--- src/sv/glt_pkg.sv ---
// Shared types, codes and helpers for the glyph lookup text layout block.
// No dependencies; imported by every module of the block.
`default_nettype none
package glt_pkg;

  localparam logic [1:0] CMD_LOAD_CODE    = 2'd0;
  localparam logic [1:0] CMD_LOAD_METRICS = 2'd1;
  localparam logic [1:0] CMD_PLACE        = 2'd2;
  localparam logic [1:0] CMD_RESET_PEN    = 2'd3;

  localparam logic [15:0] NEWLINE_CODE = 16'd10;

  localparam logic [2:0] CFG_START_X     = 3'd0;
  localparam logic [2:0] CFG_START_Y     = 3'd1;
  localparam logic [2:0] CFG_LINE_HEIGHT = 3'd2;
  localparam logic [2:0] CFG_GLYPH_COUNT = 3'd3;
  localparam logic [2:0] CFG_FALLBACK    = 3'd4;
  localparam logic [2:0] CFG_WRAP_LIMIT  = 3'd5;

  typedef struct packed {
    logic signed [9:0] start_x;
    logic signed [9:0] start_y;
    logic [7:0]        line_height;
    logic [12:0]       glyph_count;
    logic [11:0]       fallback_glyph;
    logic [9:0]        wrap_limit;
  } glt_cfg_t;

  // controller -> datapath
  typedef struct packed {
    logic accept;
    logic bs_rd;
    logic bs_step;
    logic ls_init;
    logic ls_rd;
    logic ls_step;
    logic take_probe;
    logic use_fb;
    logic mt_rd;
    logic emit;
  } glt_cmd_t;

  // datapath -> controller
  typedef struct packed {
    logic place_glyph;
    logic bs_live;
    logic ls_live;
    logic code_eq;
  } glt_stat_t;

  function automatic logic signed [10:0] sat11(input logic signed [12:0] v);
    if (v < -13'sd1024) begin
      return -11'sd1024;
    end else if (v > 13'sd1023) begin
      return 11'sd1023;
    end else begin
      return v[10:0];
    end
  endfunction

endpackage
`default_nettype wire

--- src/sv/glt_cfg.sv ---
// Configuration register file of the glyph lookup text layout block.
// Depends on glt_pkg for the register codes and the config struct.
`default_nettype none
module glt_cfg
  import glt_pkg::*;
(
  input  wire logic        clk,
  input  wire logic        rst,
  input  wire logic        wr,
  input  wire logic [2:0]  index,
  input  wire logic [12:0] data,
  output glt_cfg_t         cfg
);

  glt_cfg_t regs;

  always_ff @(posedge clk) begin
    if (rst) begin
      regs.start_x        <= 10'sd0;
      regs.start_y        <= 10'sd0;
      regs.line_height    <= 8'd16;
      regs.glyph_count    <= 13'd0;
      regs.fallback_glyph <= 12'd0;
      regs.wrap_limit     <= 10'd256;
    end else if (wr) begin
      case (index)
        CFG_START_X:     regs.start_x        <= data[9:0];
        CFG_START_Y:     regs.start_y        <= data[9:0];
        CFG_LINE_HEIGHT: regs.line_height    <= data[7:0];
        CFG_GLYPH_COUNT: regs.glyph_count    <= data;
        CFG_FALLBACK:    regs.fallback_glyph <= data[11:0];
        CFG_WRAP_LIMIT:  regs.wrap_limit     <= data[9:0];
        default: ;
      endcase
    end
  end

  assign cfg = regs;

endmodule
`default_nettype wire

--- config.mk ---
export PLATFORM = sky130hd
export DESIGN_NAME = glt_cfg
export DESIGN_NICKNAME = d
export VERILOG_FILES = /design/src/sv/glt_pkg.sv /design/src/sv/glt_cfg.sv
export SDC_FILE = /design/constraint.sdc
export NUM_CORES = 1
export LEC_CHECK = 0
export BUFFER_PORTS_ARGS = -buffer_cell sky130_fd_sc_hd__clkbuf_2
export CAP_MARGIN = 20
export CORE_ASPECT_RATIO = 0.7
export CORE_MARGIN = 4
export CORE_UTILIZATION = 50
export CTS_CLUSTER_DIAMETER = 30
export DETAILED_ROUTE_END_ITERATION = 16
export PLACE_DENSITY = 0.81
export SETUP_SLACK_MARGIN = 0.5
export SYNTH_ARGS = -nofsm -noshare
export SYNTH_HDL_FRONTEND = slang
export SYNTH_SLANG_ARGS = --single-unit
--- constraint.sdc ---
create_clock -name clk -period 1.35 [get_ports clk]
set_input_delay 0.135 -clock clk [delete_from_list [all_inputs] [get_ports clk]]
set_output_delay 0.135 -clock clk [all_outputs]
set_load 0.02 [all_outputs]
## Word-level counts from Yosys, hierarchy flattened

Index checks and enable logic that the tools add are counted.

| word-level totals | value |
|---|---|
| input port bits | 19 |
| register bits after elaboration | 63 |
| logic and storage cells | 18 |

| operators by class | value |
|---|---|
| equal/unequal tests | 5 |
| reduce and logical (&&, ||, !) cells | 7 |

Operators with widths:

| cell | count |
|---|---|
| $reduce_and A2 Y1 | 6 |
| $eq A3 B2 Y1 const B | 2 |
| $eq A3 B3 Y1 const B | 2 |
| $eq A3 B1 Y1 const B | 1 |
| $logic_not A3 Y1 | 1 |

## Depth between registers and ports, before layout

| logic depth | value |
|---|---|
| depth after elaboration | 2 |
| mapped depth | 4 |

## Least setup slack after synthesis

OpenSTA, ideal clock, no wires.

| timing path | value |
|---|---|
| kind | input-to-reg |
| start point | input port index[1] |
| end point | register regs (netlist bit cfg[53]) |
| required time | 1.226 ns |
| slack | 0.292 ns |
| cell stages on the path | 3 |
| library setup time | 0.124 ns |
| arrival time | 0.934 ns |
| cell sequence | or4b_1 buf_6 mux2i_1 |

| between the ends | value |
|---|---|
| cells in the longest elaborated chain, start to end | 2 |

Ends and longest elaborated chain:

| what | RTL line | text |
|---|---|---|
| from (decl) | glt_cfg.sv:10 | `input wire logic [2:0] index,` |
| $logic_not A3 Y1 | glt_cfg.sv:26 | `case (index)` |
| $reduce_and A2 Y1 (no source line) | - |  |
| to (decl) | glt_cfg.sv:15 | `glt_cfg_t regs;` |

No other way between the ends.
A chain may end at the register's enable or synchronous reset.

## Final worst setup path

| timing path | value |
|---|---|
| start point | register regs (netlist bit cfg[24]) |
| end point | output port cfg[24] (netlist name) |

RTL lines:

| what | RTL line | text |
|---|---|---|
| to (decl) | glt_cfg.sv:12 | `output glt_cfg_t cfg` |

No word-level cell between the ends.

==> metrics.txt <==
status=finished clean; EDFF count, synth=0; P&R area growth vs syn=69.77%; Seq/Total Area, Yosys=49.70%; number of port buffers=81; power density cells=931.9 nW/um^2; initial drt markers=between 100 and 150; arrival time at the worst endpoint=about 820 ps; Worst Clk Skew=0 ps; mean post-synth cell area=between 10 and 15 sq um; total die area=6297 sq um; largest net degree at the start of global routing=64; # nets final=approximately 370; DR pass1 iterations=6; RR Startpoint=cfg[37]$_SDFFE_PP0P_; synth top area cells=dfxtp_1 (50%), mux2i_1 (25%), nand2b_1 (18%); post-synthesis net count=around 250; Worst-Margin Slew=between 300 and 400 ps; async set-or-reset flop fraction in the synthesized netlist=0%; slowest stage delay, CP=about 360 ps; max FFs per register=63; TritonCTS Buffers=9; Starting Density=52.48%; worst path cell trace=buf_8; RSZ-0062 raised after global routing=yes; synthesis-stage register bit count=63; routed vias/inst=roughly 5.2; GRT Total Usage=around a quarter; antenna viol nets, final=0; r2r worst-path depth=4; maximum clock rate=roughly 1000 MHz; Max Slew Vio Count=0; crit start category=register; CP Class=reg -> out; CTS sink cnt=63; post-synth top area share=approximately 50%; layout cells sized above 1=between 60% and 70%; synth cell count leaders=nand2b_1 (74), dfxtp_1 (63), mux2i_1 (63), clkbuf_1 (9), buf_2 (5); HPWL Detailed=4.061 mm; antenna violations before repair=0; first-pass GRT wire length=roughly 11 mm; peak supply drop=between 0.0006 and 0.0007 V; Clock Latency Late Sink=approximately 340 ps; DIE WIDTH=93.15 microns; Leak=~2.1 nW; gpl congestion=0.7388; Die Ht=about 68 microns; Synth area leader=dfxtp_1; post-route setup TNS=0 ps; CTS Buffer Depth=2; hold_sp=data[12]; Via Count=between 2000 and 2500; worst hold path type=in -> reg; Rel. slew slack=77.59%; top_reg_cell synth=dfxtp_1; post-route clock period utilization=around 70%; Worst path top cell family by delay=flip-flops; total grt overflow=0; worst setup path startpoint=cfg[24]$_SDFFE_PP0P_; most common cell in the netlist=nand2b_1; Min Clock Period, post-route=959.4 ps; slowest CP cell=dfxtp_2; final setup vio count=0; DRC Markers=0; CP Buf/Inv Count=1; CP Max Fanout=2; max cap viols=0; required time of the worst setup path=about 1200 ps; n_diodes=0; I/O Pins=a little over 80; CP endpoint kind=output pin; H-tree depth=3; WL per Instance=19.17 microns; Worst path depth=1; Cell variety after synth=14; Mapped Area=about 2500 sq um; # hold bufs at CTS=0; Hold Path Depth=3; Row Count=21; Syn Inst Count=approximately 230; Ys Warns=0; vias in the first global route=between 2000 and 2500; worst hold slack=~45 ps; CTS tree=built; Core ar.=approximately 4800 sq um; Final Hold Fails=0; drt total wl=around 8.1 mm; clock slew at reported path FFs=roughly 70 ps; clock root cell=clkbuf_8
## layout by cell type, fill, tap and decap left out, types with 2 or more instances in the layout
master and n:
buf_4 39, buf_6 5, buf_8 63, clkbuf_2 15
clkbuf_8 13, dfxtp_2 62, mux2i_1 63, nand2b_1 69
nand2b_4 5, nand4b_1 2, nand4bb_1 2, nor2_1 4
or4b_4 2
## logic make-up (layout without fill, tap and decap cells)
kind of cell           Yosys count  count (layout)  synth area share, %
muxes                           63              63                24.85
buffers and inverters           16             141                2.909
DFF                             63              63                49.70
and+or+nand+nor                 87              88                22.53
## worst paths after layout
path | to | slack (ps)
min | cfg[34]$_SDFFE_PP0P_ | 50
max | cfg[24] | 390
min reg2reg | cfg[31]$_SDFFE_PP0P_ | 480
max reg2reg | cfg[37]$_SDFFE_PP0P_ | 460
## per-stage QoR
step | area (sq um) | worst slack (ps) | utilization [%] | instances | power (mW)
final | 4308 | 390.6 | 89.10 | 424 | 4.014
after global routing | 4308 | 356.4 | 89.10 | 424 | 4.151
after CTS | 3984 | 370.4 | 82.40 | 399 | 3.928
after detailed placement | 3062 | 115.1 | 63.33 | 371 | 2.305
after global placement | 3062 | 145.7 | 63.33 | 371 | 2.298
after floorplan | 2576 | 308.3 | - | 229 | 2.176
## report_power, final
| group | total, mW | internal [mW] | leakage [nW] | switching (mW) |
|---|---|---|---|---|
| Clock | 1.58 | 0.865 | 0.0987 | 0.714 |
| Combinational | 0.489 | 0.265 | 1.45 | 0.224 |
| Sequential | 1.95 | 1.91 | 0.539 | 0.0405 |
## layout make-up
cell class / count / area (sq um)
repair buffers: 125 / 1403
flip-flops and latches: 63 / 1343
multi-input cells: 151 / 1281
fillers: 217 / 526.8
clock buffers: 14 / 182.7
well taps: 69 / 86.33
clock inverters: 2 / 12.51
## metal layers
layer	track usage (%)	part of all wire, %	vias up
li1	-	-	1014
met1	28.41	40	1066
met3	10.36	8.4	19
met2	40.36	50	107
met4	7.678	1.7	0
met5	0	0	-
## timing repair
item / 4_1_cts / 5_1_grt
setup buffers: 11 / 25
setup endpoints to repair: 73 / 89
pin swaps: 0 / 2
cloned: 1 / 0
gates resized for setup: 190 / 81
endpoints found under the hold margin: 0 / 0
No activity file was read; power rests on OpenSTA's default activity.
