--- config.mk ---
export PLATFORM = sky130hd
export DESIGN_NAME = glt_ctrl
export DESIGN_NICKNAME = d
export VERILOG_FILES = /design/src/sv/glt_pkg.sv /design/src/sv/glt_ctrl.sv
export SDC_FILE = /design/constraint.sdc
export NUM_CORES = 1
export LEC_CHECK = 0
export BUFFER_PORTS_ARGS = -buffer_cell sky130_fd_sc_hd__buf_2
export CELL_PAD_IN_SITES_DETAIL_PLACEMENT = 0
export CELL_PAD_IN_SITES_GLOBAL_PLACEMENT = 2
export CORE_MARGIN = 4
export CORE_UTILIZATION = 17
export CTS_CLUSTER_DIAMETER = 150
export DETAILED_ROUTE_END_ITERATION = 16
export HOLD_SLACK_MARGIN = 0.1
export PLACE_DENSITY = 0.68
export SYNTH_ARGS = -nofsm -noshare
export SYNTH_HDL_FRONTEND = slang
export SYNTH_SLANG_ARGS = --single-unit
--- constraint.sdc ---
create_clock -name clk -period 1.3 [get_ports clk]
set_clock_uncertainty 0.2 [all_clocks]
set_input_delay 0.195 -clock clk [delete_from_list [all_inputs] [get_ports clk]]
set_output_delay 0.195 -clock clk [all_outputs]
set_load 0.01 [all_outputs]
--- src/sv/glt_pkg.sv ---
// Shared types, codes and helpers for the glyph lookup text layout block.
// No dependencies; imported by every module of the block.
`default_nettype none
package glt_pkg;

  localparam logic [1:0] CMD_LOAD_CODE    = 2'd0;
  localparam logic [1:0] CMD_LOAD_METRICS = 2'd1;
  localparam logic [1:0] CMD_PLACE        = 2'd2;
  localparam logic [1:0] CMD_RESET_PEN    = 2'd3;

  localparam logic [15:0] NEWLINE_CODE = 16'd10;

  localparam logic [2:0] CFG_START_X     = 3'd0;
  localparam logic [2:0] CFG_START_Y     = 3'd1;
  localparam logic [2:0] CFG_LINE_HEIGHT = 3'd2;
  localparam logic [2:0] CFG_GLYPH_COUNT = 3'd3;
  localparam logic [2:0] CFG_FALLBACK    = 3'd4;
  localparam logic [2:0] CFG_WRAP_LIMIT  = 3'd5;

  typedef struct packed {
    logic signed [9:0] start_x;
    logic signed [9:0] start_y;
    logic [7:0]        line_height;
    logic [12:0]       glyph_count;
    logic [11:0]       fallback_glyph;
    logic [9:0]        wrap_limit;
  } glt_cfg_t;

  // controller -> datapath
  typedef struct packed {
    logic accept;
    logic bs_rd;
    logic bs_step;
    logic ls_init;
    logic ls_rd;
    logic ls_step;
    logic take_probe;
    logic use_fb;
    logic mt_rd;
    logic emit;
  } glt_cmd_t;

  // datapath -> controller
  typedef struct packed {
    logic place_glyph;
    logic bs_live;
    logic ls_live;
    logic code_eq;
  } glt_stat_t;

  function automatic logic signed [10:0] sat11(input logic signed [12:0] v);
    if (v < -13'sd1024) begin
      return -11'sd1024;
    end else if (v > 13'sd1023) begin
      return 11'sd1023;
    end else begin
      return v[10:0];
    end
  endfunction

endpackage
`default_nettype wire

--- src/sv/glt_ctrl.sv ---
// Sequencer of the glyph lookup text layout block: binary search, linear
// scan, metrics read and emit steps. Depends on glt_pkg for the command/status.
`default_nettype none
module glt_ctrl
  import glt_pkg::*;
(
  input  wire logic clk,
  input  wire logic rst,
  input  wire logic start,
  input  glt_stat_t stat,
  output glt_cmd_t  cmd,
  output logic      busy
);

  localparam logic [2:0] S_IDLE   = 3'd0;
  localparam logic [2:0] S_BS_RD  = 3'd1;
  localparam logic [2:0] S_BS_CMP = 3'd2;
  localparam logic [2:0] S_LS_RD  = 3'd3;
  localparam logic [2:0] S_LS_CMP = 3'd4;
  localparam logic [2:0] S_MT_RD  = 3'd5;
  localparam logic [2:0] S_EMIT   = 3'd6;

  logic [2:0] state;
  logic [2:0] state_next;

  always_comb begin
    cmd        = '0;
    state_next = state;
    case (state)
      S_IDLE: begin
        if (start) begin
          cmd.accept = 1'b1;
          if (stat.place_glyph) state_next = S_BS_RD;
        end
      end
      S_BS_RD: begin
        if (stat.bs_live) begin
          cmd.bs_rd  = 1'b1;
          state_next = S_BS_CMP;
        end else begin
          cmd.ls_init = 1'b1;
          state_next  = S_LS_RD;
        end
      end
      S_BS_CMP: begin
        if (stat.code_eq) begin
          cmd.take_probe = 1'b1;
          state_next     = S_MT_RD;
        end else begin
          cmd.bs_step = 1'b1;
          state_next  = S_BS_RD;
        end
      end
      S_LS_RD: begin
        if (stat.ls_live) begin
          cmd.ls_rd  = 1'b1;
          state_next = S_LS_CMP;
        end else begin
          cmd.use_fb = 1'b1;
          state_next = S_MT_RD;
        end
      end
      S_LS_CMP: begin
        if (stat.code_eq) begin
          cmd.take_probe = 1'b1;
          state_next     = S_MT_RD;
        end else begin
          cmd.ls_step = 1'b1;
          state_next  = S_LS_RD;
        end
      end
      S_MT_RD: begin
        cmd.mt_rd  = 1'b1;
        state_next = S_EMIT;
      end
      S_EMIT: begin
        cmd.emit   = 1'b1;
        state_next = S_IDLE;
      end
      default: state_next = S_IDLE;
    endcase
  end

  always_ff @(posedge clk) begin
    if (rst) begin
      state <= S_IDLE;
    end else begin
      state <= state_next;
    end
  end

  assign busy = (state != S_IDLE);

endmodule
`default_nettype wire

# [After elaboration in Yosys (flattened, before gate mapping)]
# Cells that the tools add are included.
# Widths: inputs -> output; s select.
[word_totals] ramBits=0 in_bits=7 ff_bits=3 latch_bits=0 output_inout_bits=11 memories=0 romBits=0 wordCells=37
[op_classes] bitwise=0 addsub=0 div=0 mul=0 n_reduce_logical=4 muxes=24 n_lt_le_gt_ge=0 shifts=0 eq_ne=8
[op_table] operator="$mux 1" n=19
[op_table] operator="$pmux 3 s6" n=1
[op_table] operator="$mux 3" n=4
[op_table] operator="$eq 3x3->1 const B" n=3
[op_table] operator="$eq 3x2->1 const B" n=2
[op_table] operator="$ne 2x2->1 const B" n=2
[op_table] operator="$eq 3x1->1 const B" n=1
[op_table] operator="$logic_not 3->1" n=1
[op_table] operator="$reduce_bool 3->1" n=1
[op_table] operator="$reduce_and 2->1" n=1
[op_table] operator="$reduce_or 2->1" n=1

# [Longest topological paths before layout]
[logic_depth] ltp_word=3 depth_mapped=3 ltp_nobuf=2

# [Worst setup path after synthesis]
# OpenSTA, ideal clock, no wires.
[synth_timing] path_type="register -> output" startpoint="register state[0]" endpoint="output cmd[9] (netlist bit)" slack_ps=-309 arrival_time_ps=1214 required_ps=905 stages_incl_launch_ff=4 n_path_buf=1 cell_sequence="dfxtp_1 -> dlymetal6s2s_1 -> or3_2 -> nor2_1"
[synth_lines] item="from (decl)" line_no="glt_ctrl.sv:23" source="logic [2:0] state;"
[synth_lines] item="from (signal assigned)" line_no="glt_ctrl.sv:88" source="state <= state_next;"
[synth_lines] item="to (decl)" line_no="glt_ctrl.sv:11" source="output glt_cmd_t cmd,"

==> results.cfg <==
[power_and_ir_drop]
p_per_area_nw_per_um2 = 716
vdd_drop_max_mv = 0.323
leakage_nw = 0.283

[place]
dpl.hpwl_um = 616
portBuffers = 17
place_area_sq_um = 420
dp.cells = 67
gp_congestion = 0.683

[clocking]
max-clock-path-buffers = 2
cts_num_sinks = 3
htreeDepth = 1
cts_buffers = 3
clk_pin_slew_worst_paths_ps = 40
cts_root_buf = clkbuf_4
cts_tree = done
clk_latency_ps = 230

[synth]
yosysTopAreaCellShare = 0.220
syn_nets = 37
synth_xor_area_frac = 0.0321
syn_area_sq_um = 273
synthCells = 30
synth_seq_area_share = 0.220
synth_warnings = 0
synth.area.mux_share = 0
ys_seq_elements = 3
synth_compound_area_frac = 0.197
yosys-top-cells-area = dfxtp_1 (22%), nor3b_1 (8.3%), a2111oi_2 (5.5%)
avgSynthCellArea_sq_um = 9.09
synth_fa_ha_area_frac = 0
synth_simple_gate_area_share = 0.381
synth_top_cell_by_area = dfxtp_1
synth_top_family_by_area = simple AND/OR/NAND/NOR gates
synth_cell_types = 20

[run_status]
violations = negative setup slack
status = finished with violations

[grt]
grt_pass1_vias = 319
antenna_found_initial = 0
grt_pass1_wl_mm = 1.25
grt_overflow = 0
grt_util_all_layers = 0.0775
grt_max_degree = 10

[detailed_routing]
viasPerCell = 4.41
drc = 0
wl_per_cell_um = 11.9
wl_um = 929
final_antenna_net_count = 0
drt_iter0_drc = 1
firstDrtPassIters = 2
vias = 344

[sta]
fin_crit_ps = 1640
rsz0062_at_grt = yes
worst_slew_pin_slew_ps = 322
worst_slack_ps = -340
setup_violations = 13
fmax_ghz = 0.610
slew_violations = 0
relSlewSlack = 0.785
finalHoldViolations = 0
period_share = 1.26

[die]
die_x_um = 48.1
die_area_sq_um = 2310
start_util = 0.181
ios = 18
coreArea_sq_um = 1510
fp-row-count = 14
die_h_um = 48.1

[setup_path]
critPathBufInv = 2
crit_chain = or4b_4, inv_2, buf_6
slowest_delay_ps = 500
critPathKind = flip-flop to output port
crit_required_ps = 900
critical_path_arrival_ps = 1240
critPathSlowestCell = or4b_4
path_max_fanout = 5
worstSetupStartpointType = flip-flop
crit_path_end_kind = output port
critPathTopFamily = simple AND/OR/NAND/NOR gates

[flow_run]
maxCapViolations = 0

[cells_and_area]
fin_area_sq_um = 651
largest_reg_flops = 3
top_regs = state (3)
n_antenna_cell = 0
largest_register = state
final_layout_size_suffix_gt1_frac = 0.919
final_cells = 78
fin_nets = 70
area_delta_synth_final_pct = 139

[min_path]
hp-class = primary input to flip-flop
[tightest hold or removal path: stages]
cell      delay (ps)
buf_2            110
o31a_2           130
a211oi_2          60
[logic make-up (layout without fill, tap and decap cells)]
kind of cell	after synthesis	count (layout)
buf+inv	7	39
compound gates	5	5
simple gates	14	14
flops	3	3
xor+xnor	1	1
[timing repair]
item	CTS	global route
endpoints found under the hold margin	3	0
pin swaps	4	6
hold buffers	1	0
setup buffers	2	4
gates resized for setup	22	8
setup endpoints to repair	13	13
[cell usage in the layout (no fill, tap or decap), types with 2 or more instances in the layout]
master / count
dfxtp_2: 2
buf_6: 11
clkbuf_4: 3
buf_2: 12
nor3b_2: 3
a211oi_2: 2
buf_4: 7
inv_2: 2
[through the flow]
step / worst slack, ps / utilization / power (mW) / hold slack [ps] / setup TNS [ps]
after floorplan: -136 / - / 0.184 / 74.3 / -460
after global routing: -366 / 0.432 / 0.494 / 108 / -3270
after global placement: -130 / 0.279 / 0.230 / 185 / -703
final: -340 / 0.432 / 0.466 / 102 / -2740
after CTS: -353 / 0.375 / 0.437 / 93.6 / -2890
after detailed placement: -122 / 0.279 / 0.230 / 187 / -715
[where the power goes]
| group | switching [mW] | internal [mW] | leakage (nW) | total (mW) |
|---|---|---|---|---|
| combinational | 0.0849 | 0.109 | 0.242 | 0.194 |
| sequential | 0.00765 | 0.0986 | 0.0261 | 0.106 |
| clock | 0.0511 | 0.115 | 0.0150 | 0.166 |
[synth_stat cells, drive strengths merged]
master and n:
a2111oi 1, a211oi 2, a21o 1, and4 1
buf 2, dfxtp 3, dlymetal6s2s 1, inv 4
nand2b 1, nand4bb 1, nor2 3, nor3 2
nor3b 3, nor4b 1, o31a 1, or3 1
or4b 1, xnor2 1
[final cells by class]
class / instances / area (sq um)
timing repair buffer: 31 / 246
inverter: 4 / 17.5
multi-input combinational: 20 / 274
sequential: 3 / 66.3
fill: 139 / 856
tap: 16 / 20.0
clock buffer: 4 / 26.3
[worst paths after layout]
path	startpoint	end	slack [ps]	cells past startpoint
hold reg to reg	state[1]	state[1]	400	2
setup / recovery	state[1]	cmd[4]	-340	3
setup reg to reg	state[1]	state[1]	-150	3
hold / removal	stat[2]	state[0]	100	3
[layer usage]
layer	part of all wire	up-vias	global-route usage
li1	-	174	-
met5	0	-	0
met4	0	0	0.0323
met2	0.59	5	0.145
met1	0.38	165	0.0786
met3	0.031	0	0.0226
(Power assumes the default switching activity.)
